==> config.mk <==
export PLATFORM = sky130hd
export DESIGN_NAME = ipv4hc_judge
export DESIGN_NICKNAME = d
export VERILOG_FILES = /design/src/design/ipv4hc_pkg.sv /design/src/design/ipv4hc_judge.sv
export SDC_FILE = /design/constraint.sdc
export NUM_CORES = 1
export LEC_CHECK = 0
export BUFFER_PORTS_ARGS = -buffer_cell sky130_fd_sc_hd__buf_2
export CAP_MARGIN = 20
export CORE_UTILIZATION = 35
export CTS_CLUSTER_SIZE = 24
export DETAILED_ROUTE_END_ITERATION = 10
export GPL_TIMING_DRIVEN = 0
export HOLD_SLACK_MARGIN = 0.02
export PLACE_DENSITY = 0.75
export REMOVE_ABC_BUFFERS = 1
export SETUP_SLACK_MARGIN = 0.4
export SYNTH_ARGS = -nofsm -noshare
export SYNTH_HDL_FRONTEND = slang
export SYNTH_SLANG_ARGS = --single-unit
==> constraint.sdc <==
create_clock -name clk -period 7 [get_ports clk]
set_input_delay 0.7 -clock clk [delete_from_list [all_inputs] [get_ports clk]]
set_output_delay 0.7 -clock clk [all_outputs]
set_load 0.02 [all_outputs]
==> src/design/ipv4hc_pkg.sv <==
// Package for the IPv4 header checker: beat types, header summary record,
// verdict codes and shared constants. No dependencies.
package ipv4hc_pkg;

	localparam int unsigned QDEPTH = 2;
	localparam int unsigned QPTR_W = (QDEPTH > 1) ? $clog2(QDEPTH) : 1;
	localparam int unsigned QCNT_W = $clog2(QDEPTH + 1);

	localparam logic [5:0]  POS_MAX      = 6'd63;
	localparam logic [5:0]  MIN_HEADER   = 6'd20;
	localparam logic [5:0]  POS_CSUM_HI  = 6'd10;
	localparam logic [5:0]  POS_CSUM_LO  = 6'd11;
	localparam logic [5:0]  POS_PROTO    = 6'd9;
	localparam logic [5:0]  POS_VL       = 6'd0;
	localparam logic [5:0]  POS_SRC_FIRST = 6'd12;
	localparam logic [5:0]  POS_SRC_LAST  = 6'd15;
	localparam logic [5:0]  POS_DST_FIRST = 6'd16;
	localparam logic [5:0]  POS_DST_LAST  = 6'd19;
	localparam logic [3:0]  IP_VERSION   = 4'd4;
	localparam logic [7:0]  PROTO_ICMP   = 8'd1;
	localparam logic [7:0]  PROTO_TCP    = 8'd6;
	localparam logic [7:0]  PROTO_UDP    = 8'd17;
	localparam logic [31:0] ALL_ONES_ADDR = 32'hFFFF_FFFF;
	localparam logic [31:0] MASK_RESET   = 32'hFFFF_FF00;

	localparam logic REG_LOCAL_ADDR  = 1'b0;
	localparam logic REG_SUBNET_MASK = 1'b1;

	typedef enum logic [2:0] {
		ST_DELIVER     = 3'd0,
		ST_TOO_SHORT   = 3'd1,
		ST_BAD_VERSION = 3'd2,
		ST_BAD_HDR_LEN = 3'd3,
		ST_BAD_CSUM    = 3'd4,
		ST_NOT_FOR_US  = 3'd5,
		ST_UNKNOWN_PROTO = 3'd6
	} status_t;

	typedef enum logic [1:0] {
		TR_NONE = 2'd0,
		TR_ICMP = 2'd1,
		TR_TCP  = 2'd2,
		TR_UDP  = 2'd3
	} transport_t;

	typedef struct packed {
		logic [7:0] data_byte;
		logic       last_byte;
	} in_beat_t;

	typedef struct packed {
		logic [2:0]  status;
		logic [1:0]  transport;
		logic [31:0] source_address;
		logic [5:0]  header_bytes;
	} out_beat_t;

	// header summary handed from parser to judge, one per packet
	typedef struct packed {
		logic [5:0]  len;
		logic [7:0]  ver_ihl;
		logic [7:0]  proto;
		logic [15:0] csum;
		logic [15:0] sum;
		logic [31:0] src;
		logic [31:0] dst;
	} hdr_sum_t;

endpackage

==> src/design/ipv4hc_judge.sv <==
// Back part: turns a header summary into a verdict and holds it in the
// output register until taken. Uses ipv4hc_pkg.
module ipv4hc_judge (
	input  logic                  clk,
	input  logic                  arst_n,
	input  logic                  head_valid,
	input  ipv4hc_pkg::hdr_sum_t  head_data,
	output logic                  pop,
	input  logic [31:0]           local_addr,
	input  logic [31:0]           subnet_mask,
	output logic                  out_valid,
	input  logic                  out_stall,
	output ipv4hc_pkg::out_beat_t out_data
);
	import ipv4hc_pkg::*;

	logic      out_valid_q;
	out_beat_t out_data_q;
	out_beat_t verdict;
	logic [5:0]  hdr_len;
	logic [31:0] host;

	always_comb begin
		hdr_len = {head_data.ver_ihl[3:0], 2'b00};
		host    = ~subnet_mask;
		verdict = '{status: ST_DELIVER, transport: TR_NONE, source_address: '0,
			header_bytes: '0};
		if (head_data.len < MIN_HEADER) begin
			verdict.status = ST_TOO_SHORT;
		end else if (head_data.ver_ihl[7:4] != IP_VERSION) begin
			verdict.status = ST_BAD_VERSION;
		end else if (hdr_len < MIN_HEADER || head_data.len < hdr_len) begin
			verdict.status = ST_BAD_HDR_LEN;
		end else if (~head_data.sum != head_data.csum) begin
			verdict.status = ST_BAD_CSUM;
		end else if (head_data.dst != local_addr && head_data.dst != ALL_ONES_ADDR
			&& (head_data.dst & host) != host) begin
			verdict.status = ST_NOT_FOR_US;
		end else begin
			verdict.source_address = head_data.src;
			verdict.header_bytes   = hdr_len;
			case (head_data.proto)
				PROTO_ICMP: verdict.transport = TR_ICMP;
				PROTO_TCP:  verdict.transport = TR_TCP;
				PROTO_UDP:  verdict.transport = TR_UDP;
				default:    verdict.status    = ST_UNKNOWN_PROTO;
			endcase
		end
	end

	assign pop       = head_valid && (!out_valid_q || !out_stall);
	assign out_valid = out_valid_q;
	assign out_data  = out_data_q;

	always_ff @(posedge clk) begin
		if (pop) begin
			out_data_q <= verdict;
		end
	end

	always_ff @(posedge clk or negedge arst_n) begin
		if (!arst_n) begin
			out_valid_q <= 1'b0;
		end else if (pop) begin
			out_valid_q <= 1'b1;
		end else if (!out_stall) begin
			out_valid_q <= 1'b0;
		end
	end

`ifndef SYNTHESIS
	a_deliver_has_route: assert property (@(posedge clk) disable iff (!arst_n)
		out_valid_q && out_data_q.status == ST_DELIVER |-> out_data_q.transport != TR_NONE)
		else $error("deliver verdict without transport");
	a_reject_no_route: assert property (@(posedge clk) disable iff (!arst_n)
		out_valid_q && out_data_q.status != ST_DELIVER |-> out_data_q.transport == TR_NONE)
		else $error("reject verdict with transport");
	a_reject_no_source: assert property (@(posedge clk) disable iff (!arst_n)
		out_valid_q && out_data_q.status != ST_DELIVER
		&& out_data_q.status != ST_UNKNOWN_PROTO |-> out_data_q.source_address == '0)
		else $error("header check failure carries a source address");
`endif

endmodule
# == Yosys cells after proc, flatten, opt, wreduce, memory -nomap -nowiden ==
# Index checks and enable logic that the tools add are counted.
# W data, S select, Z words.
# totals
ff_bits,44
inputBits,186
wordCells,41
# op_classes
magnitude_cmp,3
eq_ne,9
n_mux,8
n_bitwise,3
n_reduce_logical,11
# ops
op,count
$ne A32 B32 Y1,2
$and A32 B32 Y32,1
$ne A32 B32 Y1 const B,1
$not A32 Y32,1
$ne A16 B16 Y1,1
$not A16 Y16,1
$lt A6 B5 Y1 const B,2
$mux W3,3
$eq A8 B1 Y1 const B,1
$eq A8 B3 Y1 const B,1
$eq A8 B5 Y1 const B,1
$lt A6 B6 Y1,1
$pmux W2 S3,1
$reduce_or A3 Y1,2
$reduce_or A5 Y1,1
$mux W2,2
$ne A4 B3 Y1 const B,1
$reduce_or A4 Y1,1
$logic_and A1 B1 Y1,3
$logic_not A1 Y1,2
$logic_or A1 B1 Y1,2
$mux W1,2
$ne A2 B2 Y1 const B,1

# == Logic depth before layout (Yosys ltp) ==
# Gate-level depths: netlist (run 1).
# depth
ltp_word,8
depth_mapped,8
mapped_depth_nobuf,6

# == Worst setup path before layout (run 1) ==
# OpenSTA, ideal clock, no wires.
# synth_timing
path_kind,input to output
startpoint,input port head_valid
endpoint,output port pop
t_arrival_ps,4144
t_required_ps,6300
setup_slack_ps,2156
stages,1
path_buffers,0
path_cell_list,a21boi_0
# synth_between
elab_chain_cells,1
# synth_lines
item,line,source
"start, declared",ipv4hc_judge.sv:6,"input logic head_valid,"
$logic_and A1 B1 Y1,ipv4hc_judge.sv:51,assign pop = head_valid && (!out_valid_q || !out_stall);
"end, declared",ipv4hc_judge.sv:8,"output logic pop,"
# No other way between the ends.

# == Worst setup path in the final report (run 1) ==
# layout_timing
startpoint,input port head_data[109] (netlist name)
endpoint,"register out_data_q, in the netlist out_data[32] (data pin)"
# layout_between
elab_chain_cells,2
# layout_lines
item,line,source
"start, declared",ipv4hc_judge.sv:7,"input ipv4hc_pkg::hdr_sum_t head_data,"
$ne A4 B3 Y1,ipv4hc_judge.sv:30,end else if (head_data.ver_ihl[7:4] != IP_VERSION) begin
$reduce_or A5 Y1 (no source line),--,
"end signal, assigned",ipv4hc_judge.sv:57,out_data_q <= verdict;
"end, declared",ipv4hc_judge.sv:18,out_beat_t out_data_q;
# No other way between the ends.
# A chain may end at the register's enable or synchronous reset.

==> results of run 1 <==
[power by group]
part	internal, mW	switching, mW
Combinational	0.0757	0.0666
Sequential	0.285	0.00261
Clock	0.0682	0.0779
Total	0.429	0.147
[cell families after synthesis]
family | Yosys count | synth area share (%)
adders and majority gates | 3 | 1.39
buffers and inverters | 18 | 3.67
xor gates and xnor gates | 48 | 15.6
other | 1 | 0.139
DFF | 42 | 46.7
AOI/OAI and AO/OA | 29 | 7.11
and+or+nand+nor | 75 | 25.4
[cell usage in the layout, fill, tap and decap left out, types with 3 or more instances in the layout]
cell      instances
buf_2           226
xnor2_1          48
nand4_1           9
nor4_2            5
nand2_1           3
o22ai_1          16
nor4b_2          14
nor4b_1          18
nor2_1            3
edfxtp_1         41
inv_1             4
nor4_1           11
o21ai_0           3
ha_1              3
clkbuf_8          5
a21o_1            3
[worst paths after layout]
| check | to | depth (start not counted) |
|---|---|---|
| min in group clk | out_valid | 1 |
| setup reg to reg | out_data[27] | 2 |
| setup / recovery | out_data[32] | 5 |
| max in group asynchronous | out_valid | 1 |
| hold reg to reg | out_valid | 1 |
| hold / removal | out_valid | 1 |
[layout make-up]
class / instances / area [sq um]
well taps: 99 / 124
multi-input cells: 157 / 1370
flip-flops and latches: 42 / 1260
clock buffers: 5 / 68.8
clock inverters: 3 / 16.3
fillers: 668 / 3280
repair buffers: 230 / 1210
inverters: 4 / 15.0
[routing by layer]
layer  up-vias  track usage [%]
li1       1299                -
met1      1196             21.2
met2       146             31.9
met3        14             4.48
met4         0             6.83
met5         -                0
[sequential cells by signal (all words and copies together), names as in the netlist]
name	flops
out_data	41
out_valid	1
[critical path, stage by stage]
cell,delay [ns]
buf_2,0.09
or4b_4,0.54
or3_1,0.41
or3_2,0.82
nor4b_1,0.44
[metrics by stage]
| step | util [%] | worst slack [ns] | hold WS [ns] |
|---|---|---|---|
| 3_5_place_dp | 54.1 | 3.71 | 0.476 |
| 3_3_place_gp | 52.8 | 0.566 | 0.475 |
| 4_1_cts | 55.3 | 4.01 | 0.161 |
| 5_1_grt | 55.3 | 3.94 | 0.164 |
| 6_report | 55.3 | 4.06 | 0.174 |
| 2_1_floorplan | - | 2.16 | 0.404 |
==> results.md, run 1 <==
* Status: finished clean
* Top-count cell post-synth: xnor2_1
* Deepest clock path buffer count at 2
* TNS Setup at 0 ns
* DRC errors left at 0
* # resized after CTS at 0
* Cell area after layout at roughly 0.0041 sq mm
* CORE AREA at 0.00733 sq mm
* Final Hold Vio Count at 0
* Clk slew on worst S/H paths at roughly 0.070 ns
* Worst Skew at between 0.003 and 0.004 ns
* Number of max-cap violations at 0
* Clk sinks at 42
* Hold_buf cts at 0
* Unrepaired setup endpoints after global routing: no
* Slew of the pin with the lowest slew margin at 0.899 ns
* DRT Pass-1 Iters at 4
* Top cell type's share of synthesized area at between 40% and 50%
* Seq cells post-synth at 42
* Maximum vdd drop at 0.0000623 V
* Yosys cell types at 36
* Slew HR at 40.1%
* Critical path class: in2reg
* Final setup viols at 0
* Clock root buffer: clkbuf_8
* Fmax at between 0.3 and 0.4 GHz
* Met2 WL at 3780 microns
* Initial antenna violation count at 0
* Skew-Pair Late Insertion Delay at between 0.2 and 0.3 ns
* Critical path origin: head_data[109]
* Leak Pwr at between 1.5 and 2 nW
* R2R setup slack at 5.57 ns
* Crit-path max FO at 38
* Largest net degree at the start of global routing at 39
* Max Slew Vio Count at 0
* Global-route usage over all layers at a little under a fifth
* Final wirelength at ~7500 microns
* Post-Syn Area per Cell at about 12 sq um
* Post-synth EDFFs at about 40
* RR Startpoint: out_valid
* I/O pin cnt at ~230
* Final net count at ~630
* ANT cells at 0
* PwrDens at 142 mW/mm^2
* TritonCTS clock tree: done
* Full die area at just over 0.008 sq mm
* Area grow syn2layout at 50.6%
* Synth warnings at 0
* # rows at 31
* Via count at 2655
* Worst EP required at 7.08 ns
* First-pass GRT wire length at roughly 12000 microns
* Remaining global-route overflow at 0
* Crit share post-route at a little over two fifths
* Top post-synthesis cells by area: edfxtp_1 46%, xnor2_1 16%, nor4b_2 7.8%
* Crit. End Element: flip-flop
* Routed Antenna Nets at 0
* TritonCTS buffer count at 5
* Arrival @ worst endpoint at roughly 3.0 ns
* Highest layer used for signal routing: met4
* Dpl cells at ~530
* Die span in x at around 90 microns
* Share of cells above drive strength 1 at between 50% and 60%
* Wire per inst at between 10 and 15 microns
* Routability cong. at about 0.86
* Post-synth top cells: 48 x xnor2_1, 41 x edfxtp_1, 18 x nor4b_1
* Initial DRC count at 83
* H-tree Lvls at 2
* Post-CTS setup buffers at 0
* Total Power at ~580 uW
* Vias per cell at just under 5
* Post-Place Cell Area at 0.00397 sq mm
* Initial core utilization at ~37%
* Met3 routed WL at between 600 and 700 microns
* Post-DP HPWL at around 6400 microns
* Tmin final at 2.94 ns
* Critical path startpoint category: primary input
* Vias in the first global route at 2569
* Ys flop type: edfxtp_1
* Post-synthesis sequential area ratio at a little under half
* Mapped Area at ~0.0027 sq mm
* Class of the worst hold path: in2async
* Die height at 89.7 microns
* M1 WL at ~3000 microns
* FFs w/ async S/R, synth at around 2.4%
* Post-route insts no fill at 540
* PortBufs at between 200 and 250
* Leading area contributor after synthesis: edfxtp_1
* Mapped Cells at about 220
Note: power is estimated with default switching activity, not from simulation.
==> inputs of run 2 (changes only) <==
==> constraint.sdc (replaced) <==
create_clock -name clk -period 3 [get_ports clk]
set_input_delay 0.3 -clock clk [delete_from_list [all_inputs] [get_ports clk]]
set_output_delay 0.3 -clock clk [all_outputs]
set_load 0.02 [all_outputs]
==> results.md, run 2 (synthesized netlist as in run 1, its figures left out) <==
* Via count at 2669 (was 2655)
* Initial antenna violation count at 0 (unchanged)
* Worst Skew at 0.00333 ns (was 0.00331 ns)
* Class of the worst hold path: in2reg (was in2async)
* Routed Antenna Nets at 0 (unchanged)
* Highest layer used for signal routing: met4 (unchanged)
* Clock root buffer: clkbuf_8 (unchanged)
* Global-route usage over all layers at 18.2% (was 18.1%)
* Die height at 89.7 microns (unchanged)
* Critical path startpoint category: primary input (unchanged)
* Initial DRC count at 88 (was 83)
* Tmin final at 2.24 ns
* PortBufs at 226 (unchanged)
* Worst EP required at 3.09 ns (was 7.08 ns)
* I/O pin cnt at 231 (unchanged)
* Setup slack at placement at 0.110 ns (was 3.71 ns)
* First-pass GRT wire length at 11800 microns (about the same)
* CORE AREA at 0.00733 sq mm (unchanged)
* Vias in the first global route at 2575 (was 2569)
* Remaining global-route overflow at 0 (unchanged)
* Initial core utilization at 36.7% (unchanged)
* Met3 routed WL at 642 microns (was 636 microns)
* Vias per cell at 4.93 (was 4.92)
* Final Hold Vio Count at 0 (unchanged)
* Clk slew on worst S/H paths at 0.07 ns (about the same)
* Arrival @ worst endpoint at 2.33 ns (was 3.03 ns)
* Routability cong. at 0.862 (unchanged)
* Final wirelength at 7570 microns (was 7550 microns)
* Clk sinks at 42 (unchanged)
* Deepest clock path buffer count at 2 (unchanged)
* Slew HR at 50.1% (was 40.1%)
* Leak Pwr at 1.73 nW (was 1.72 nW)
* Crit. End Element: flip-flop (unchanged)
* PwrDens at 331 mW/mm^2 (was 142 mW/mm^2)
* DRT Pass-1 Iters at 4 (unchanged)
* Critical path class: in2reg (unchanged)
* Commonest non-fill, non-tap cell in the layout: buf_2 (unchanged)
* Share of cells above drive strength 1 at 59.0% (was 59.2%)
* Worst Slack Setup Final at 0.757 ns (was 4.06 ns)
* Fmax at about 0.45 GHz
* Maximum vdd drop at 0.000145 V (was 0.0000623 V)
* Post-DP HPWL at 6430 microns (unchanged)
* Cell area after layout at 0.00407 sq mm (was 0.00405 sq mm)
* Unrepaired setup endpoints after global routing: no (unchanged)
* Status: finished clean (unchanged)
* Filler cell count at 667 (was 668)
* Die span in x at 89.7 microns (unchanged)
* Skew-Pair Late Insertion Delay at 0.28 ns (about the same)
* Post-Place Cell Area at 0.00397 sq mm (unchanged)
* M1 WL at 2970 microns (was 2980 microns)
* Full die area at 0.00805 sq mm (unchanged)
* Crit-path max FO at 38 (unchanged)
* Commonest cells after routing, fill and taps aside: 226 x buf_2, 48 x xnor2_1, 41 x edfxtp_1 (unchanged)
* Max Slew Vio Count at 0 (unchanged)
* Slew of the pin with the lowest slew margin at 0.747 ns (was 0.899 ns)
* Crit share post-route at ~75%
* TritonCTS clock tree: done (unchanged)
* Final setup viols at 0 (unchanged)
* Met2 WL at 3800 microns (was 3780 microns)
* # rows at 31 (unchanged)
* Register area at 0.00126 sq mm (unchanged)
* Final net count at 630 (was 629)
* Total Power at 1.35 mW (was 576 uW)
* Number of max-cap violations at 0 (unchanged)
* H-tree Lvls at 2 (unchanged)
* TNS Setup at 0 ns (unchanged)
* Wire per inst at 14.0 microns (about the same)
* DRC errors left at 0 (unchanged)
* Multi-input combinational cell area at 0.00137 sq mm (about the same)
* R2R setup slack at 1.57 ns (was 5.57 ns)
* Max reg flops at 41 (unchanged)
* TritonCTS buffer count at 5 (unchanged)
* Final hold slack at 0.216 ns (was 0.174 ns)
* Largest net degree at the start of global routing at 39 (unchanged)
* ANT cells at 0 (unchanged)
* Area grow syn2layout at 51.1% (was 50.6%)
run 2: cell types whose count changed in the layout (fill, tap and decap cells not counted):
cell / previous run / this run
dlygate4sd3_1: 0 / 1
or3_4: 0 / 1
or3_2: 1 / 0
run 2: area by class of cell:
cell class,instances,share of cell area [%]
clock buffers,5,1.69
clock inverters,3,0.400
inverters,4,0.369
multi-input cells,157,33.7
flip-flops and latches,42,30.9
well taps,99,3.05
repair buffers,231,30.0
run 2: path summary, 6_finish.rpt:
path,startpoint,end,cells after the start
hold / removal,head_valid,out_valid,2
max in group asynchronous,arst_n,out_valid,2
setup reg to reg,out_valid,out_data[27],2
setup / recovery,head_data[109],out_data[32],5
hold reg to reg,out_valid,out_valid,1
min in group asynchronous,arst_n,out_valid,2
run 2: worst max-delay path, stage by stage:
cell,delay (ns)
buf_2,0.09
or4b_4,0.54
or3_1,0.41
or3_4,0.57
nor4b_1,0.39
run 2: layer usage:
metal | up-vias | global-route usage (%)
met3 | 14 | 4.48
met4 | 0 | 6.83
met1 | 1205 | 21.2
met5 | - | 0
li1 | 1302 | -
met2 | 148 | 32.1
run 2: stage by stage:
stage          instances  util [%]
4_1_cts              541      55.4
6_report             541      55.5
5_1_grt              541      55.5
3_5_place_dp         532      54.1
2_1_floorplan        203         -
3_3_place_gp         528      52.8
run 2: power breakdown:
part | leakage [nW] | total [mW] | internal [mW] | switching [mW]
clock network | 0.0416 | 0.341 | 0.159 | 0.182
registers | 0.423 | 0.672 | 0.666 | 0.00614
logic | 1.26 | 0.334 | 0.178 | 0.156
total | 1.73 | 1.35 | 1.00 | 0.344
run 2: repair_timing:
item	4_1_cts	5_1_grt
gates resized for setup	0	1
buffers inserted	0	0
hold buffers	1	0
endpoints found under the setup margin	0	8
endpoints found under the hold margin	1	0
==> inputs of run 3 (changes only) <==
--- a/config.mk
+++ b/config.mk
@@ -5,6 +5,7 @@
 export SDC_FILE = /design/constraint.sdc
 export NUM_CORES = 1
 export LEC_CHECK = 0
+export ABC_AREA = 1
 export BUFFER_PORTS_ARGS = -buffer_cell sky130_fd_sc_hd__buf_2
 export CAP_MARGIN = 20
 export CORE_UTILIZATION = 35
@@ -12,7 +13,7 @@
 export DETAILED_ROUTE_END_ITERATION = 10
 export GPL_TIMING_DRIVEN = 0
 export HOLD_SLACK_MARGIN = 0.02
-export PLACE_DENSITY = 0.75
+export PLACE_DENSITY = 0.77
 export REMOVE_ABC_BUFFERS = 1
 export SETUP_SLACK_MARGIN = 0.4
 export SYNTH_ARGS = -nofsm -noshare
==> constraint.sdc (replaced) <==
create_clock -name clk -period 1.8 [get_ports clk]
set_input_delay 0.18 -clock clk [delete_from_list [all_inputs] [get_ports clk]]
set_output_delay 0.18 -clock clk [all_outputs]
set_load 0.02 [all_outputs]
==> results.md, run 3 <==
* Status: finished clean (unchanged)
* Post-synth top cells: 70 x nand2_1, 62 x inv_1, 50 x nor2_1 (was 48 x xnor2_1, 41 x edfxtp_1, 18 x nor4b_1)
* Synth warnings at 0 (unchanged)
* Routability cong. at 0.928 (was 0.862)
* Leading area contributor after synthesis: edfxtp_1 (unchanged)
* Critical path origin: head_data[105] (was head_data[109])
* DRT Pass-1 Iters at 4 (unchanged)
* Crit. End Element: flip-flop (unchanged)
* Crit-path max cell delay at 0.25 ns (was 0.57 ns)
* Total Power at 2.66 mW (was 1.35 mW)
* DRC errors left at 0 (unchanged)
* Deepest clock path buffer count at 2 (unchanged)
* Full die area at 0.00834 sq mm (was 0.00805 sq mm)
* Commonest non-fill, non-tap cell in the layout: buf_2 (unchanged)
* Global-route usage over all layers at 20.8% (was 18.2%)
* Worst EP required at 1.94 ns (was 3.09 ns)
* Crit-path max FO at 8 (was 38)
* Number of max-cap violations at 0 (unchanged)
* Crit path buf inv count at 3 (was 1)
* Final setup viols at 0 (unchanged)
* Die height at 91.3 microns (was 89.7 microns)
* Initial antenna violation count at 2 (was 0)
* Remaining global-route overflow at 0 (unchanged)
* Crit share post-route at 83.6%
* Fmax at around 0.66 GHz
* PwrDens at 584 mW/mm^2 (was 331 mW/mm^2)
* PortBufs at 226 (unchanged)
* Max reg flops at 41 (unchanged)
* Worst hold start: head_valid (unchanged)
* TritonCTS buffer count at 5 (unchanged)
* Most used cell along the critical path: nand2_1
* Mapped Area at 0.00279 sq mm (was 0.00269 sq mm)
* Initial core utilization at 36.2% (was 36.7%)
* Maximum vdd drop at 0.000292 V (was 0.000145 V)
* Filler cell count at 691 (was 667)
* Mux share of post-synthesis cell area at 0% (unchanged)
* Final net count at 775 (was 630)
* # rows at 32 (was 31)
* Pint at 1.98 mW (was 1.00 mW)
* ANT cells at 0 (unchanged)
* Vias in the first global route at 3051 (was 2575)
* Largest net degree at the start of global routing at 27 (was 39)
* Post-synthesis sequential area ratio at 45.0% (was 46.7%)
* Share of cells above drive strength 1 at 50.4% (was 59.0%)
* Clk slew on worst S/H paths at 0.08 ns (was 0.07 ns)
* Area grow syn2layout at 63.1% (was 51.1%)
* Post-synthesis compound-gate area fraction at 5.37% (was 7.11%)
* Kind of cell adding the most delay to the critical path: simple AND/OR/NAND/NOR gates (unchanged)
* Tmin final at 1.50 ns
* CORE AREA at 0.00773 sq mm (was 0.00733 sq mm)
* TritonCTS clock tree: done (unchanged)
* Switching part of the total at 25.4% (was 25.5%)
* Slowest-stage cell, CP: ha_4 (was or3_4)
* Seq cells post-synth at 42 (unchanged)
* Final wirelength at 8890 microns (was 7570 microns)
* Vias per cell at 4.51 (was 4.93)
* Die span in x at 91.3 microns (was 89.7 microns)
* Class of the worst hold path: in2reg (unchanged)
* Final hold slack at 0.144 ns (was 0.216 ns)
* R2R setup slack at 0.54 ns (was 1.57 ns)
* Sw Pwr at 675 uW (was 344 uW)
* Post-DP HPWL at 7300 microns (was 6430 microns)
* CP cell instances: buf_8 > inv_6 > ha_4 > o21ai_2 > nand2_1 > nand3_2 > a21oi_2 > nand2_1 > nor2_2 > nand3_4 > clkbuf_16 > nor2_1 (was buf_2 > or4b_4 > or3_1 > or3_4 > nor4b_1)
* Post-synth EDFFs at 41 (unchanged)
* Top cell type's share of synthesized area at 44.1% (was 45.7%)
* FFs w/ async S/R, synth at 2.38% (unchanged)
* Top-count cell post-synth: nand2_1 (was xnor2_1)
* Main combinational cell family by area after synthesis: simple AND/OR/NAND/NOR gates (unchanged)
* Combinational share of power at 24.9% (was 24.8%)
* Critical path class: in2reg (unchanged)
* Commonest cells after routing, fill and taps aside: 224 x buf_2, 69 x nand2_1, 59 x inv_1 (was 226 x buf_2, 48 x xnor2_1, 41 x edfxtp_1)
* Mapped Cells at 345 (was 216)
* Post-Syn Area per Cell at 8.10 sq um (was 12.5 sq um)
* Final Hold Vio Count at 0 (unchanged)
* TNS Setup at 0 ns (unchanged)
* Post-Synth XOR/XNOR Area at 11.9% (was 15.6%)
* Max Slew Vio Count at 0 (unchanged)
* Arrival @ worst endpoint at 1.65 ns (was 2.33 ns)
* Via count at 3109 (was 2669)
* Clk sinks at 42 (unchanged)
* I/O pin cnt at 231 (unchanged)
* Critical path startpoint category: primary input (unchanged)
* Post-Synth Adder-Cell Area at 1.34% (was 1.39%)
* H-tree Lvls at 2 (unchanged)
* Ys flop type: edfxtp_1 (unchanged)
* Synth Area in Simple Gates at 25.9% (was 25.4%)
* Clock network fraction of total power at 33.0% (was 25.3%)
* Yosys cell types at 25 (was 36)
* Top post-synthesis cells by area: edfxtp_1 44%, xnor2_1 9.7%, nand2_1 9.4% (was edfxtp_1 46%, xnor2_1 16%, nor4b_2 7.8%)
* Skew-Pair Late Insertion Delay at 0.29 ns (was 0.28 ns)
* Wire per inst at 12.9 microns (was 14.0 microns)
* RR Startpoint: out_valid (unchanged)
* Worst Skew at 0.00585 ns (was 0.00333 ns)
* Unrepaired setup endpoints after global routing: yes (was no)
* Leak Pwr at 2.30 nW (was 1.73 nW)
* Initial DRC count at 100 (was 88)
* Flop pwr share at 42.1% (was 49.9%)
* First-pass GRT wire length at 13600 microns (was 11800 microns)
* Clock root buffer: clkbuf_8 (unchanged)
* Routed Antenna Nets at 0 (unchanged)
run 3: cell count changes in the layout (fill, tap and decap cells not counted), sizes merged, moves of 8 or more:
cell   delta
nor3      +8
nand3     +8
nor4     -14
nor2     +67
nor4b    -33
inv      +59
nand2    +67
xnor2    -17
run 3: what timing repair did:
action / in CTS / in global routing
endpoints found under the hold margin: 1 / 0
setup buffers: 7 / 0
endpoints found under the setup margin: 65 / 39
pin swaps: 3 / 1
gates cloned: 2 / 1
hold buffers: 1 / 0
gates resized for setup: 15 / 37
run 3: path summary, 6_finish.rpt:
path / to / depth (start not counted)
max: out_data[19] / 12
min: out_valid / 3
max reg2reg: out_data[18] / 3
min reg2reg: out_valid / 2
max in group asynchronous: out_valid / 2
min in group asynchronous: out_valid / 2
run 3: worst reg2reg max path, stage by stage (launching register included):
cell and delay [ns]:
dfrtp_1 0.42, a21oi_4 0.18, buf_4 0.18, buf_16 0.18
run 3: cells by family after synthesis:
kind of cell	count (synthesis)
buf+inv	69
other cells	1
fa+ha+maj	3
xor+xnor	38
compound gates	26
simple gates	166
flops	42
run 3: final cells by class:
| type | instances | area, sq um | area share, % |
|---|---|---|---|
| multi-input combinational | 235 | 1450 | 31.9 |
| inverter | 63 | 241 | 5.30 |
| clock buffer | 5 | 68.8 | 1.51 |
| tap | 102 | 128 | 2.80 |
| clock inverter | 3 | 68.8 | 1.51 |
| timing repair buffer | 239 | 1340 | 29.4 |
| sequential | 42 | 1260 | 27.6 |
run 3: routing by layer:
metal / wire (microns) / GRT usage (%)
met5: 13 / 0
met4: 175 / 7.14
met3: 821 / 7.29
met2: 4430 / 38.3
met1: 3450 / 21.8
run 3: power groups by stage:
stage | Clock (mW) | Sequential (mW) | Combinational [mW]
2_1_floorplan | 0 | 1.20 | 0.236
3_3_place_gp | 0 | 1.15 | 0.584
3_5_place_dp | 0 | 1.14 | 0.614
4_1_cts | 0.898 | 1.12 | 0.645
5_1_grt | 0.936 | 1.12 | 0.729
6_report | 0.878 | 1.12 | 0.662
run 3: per-stage QoR:
stage / instance area [sq um] / setup WS (ns) / cells / utilization (%)
floorplan: 2740 / -1.42 / 340 / -
global placement: 4000 / -2.08 / 668 / 51.8
detailed placement: 4070 / -0.282 / 670 / 52.6
CTS: 4380 / 0.336 / 688 / 56.7
global route: 4560 / 0.238 / 689 / 59.0
finish: 4560 / 0.295 / 689 / 59.0
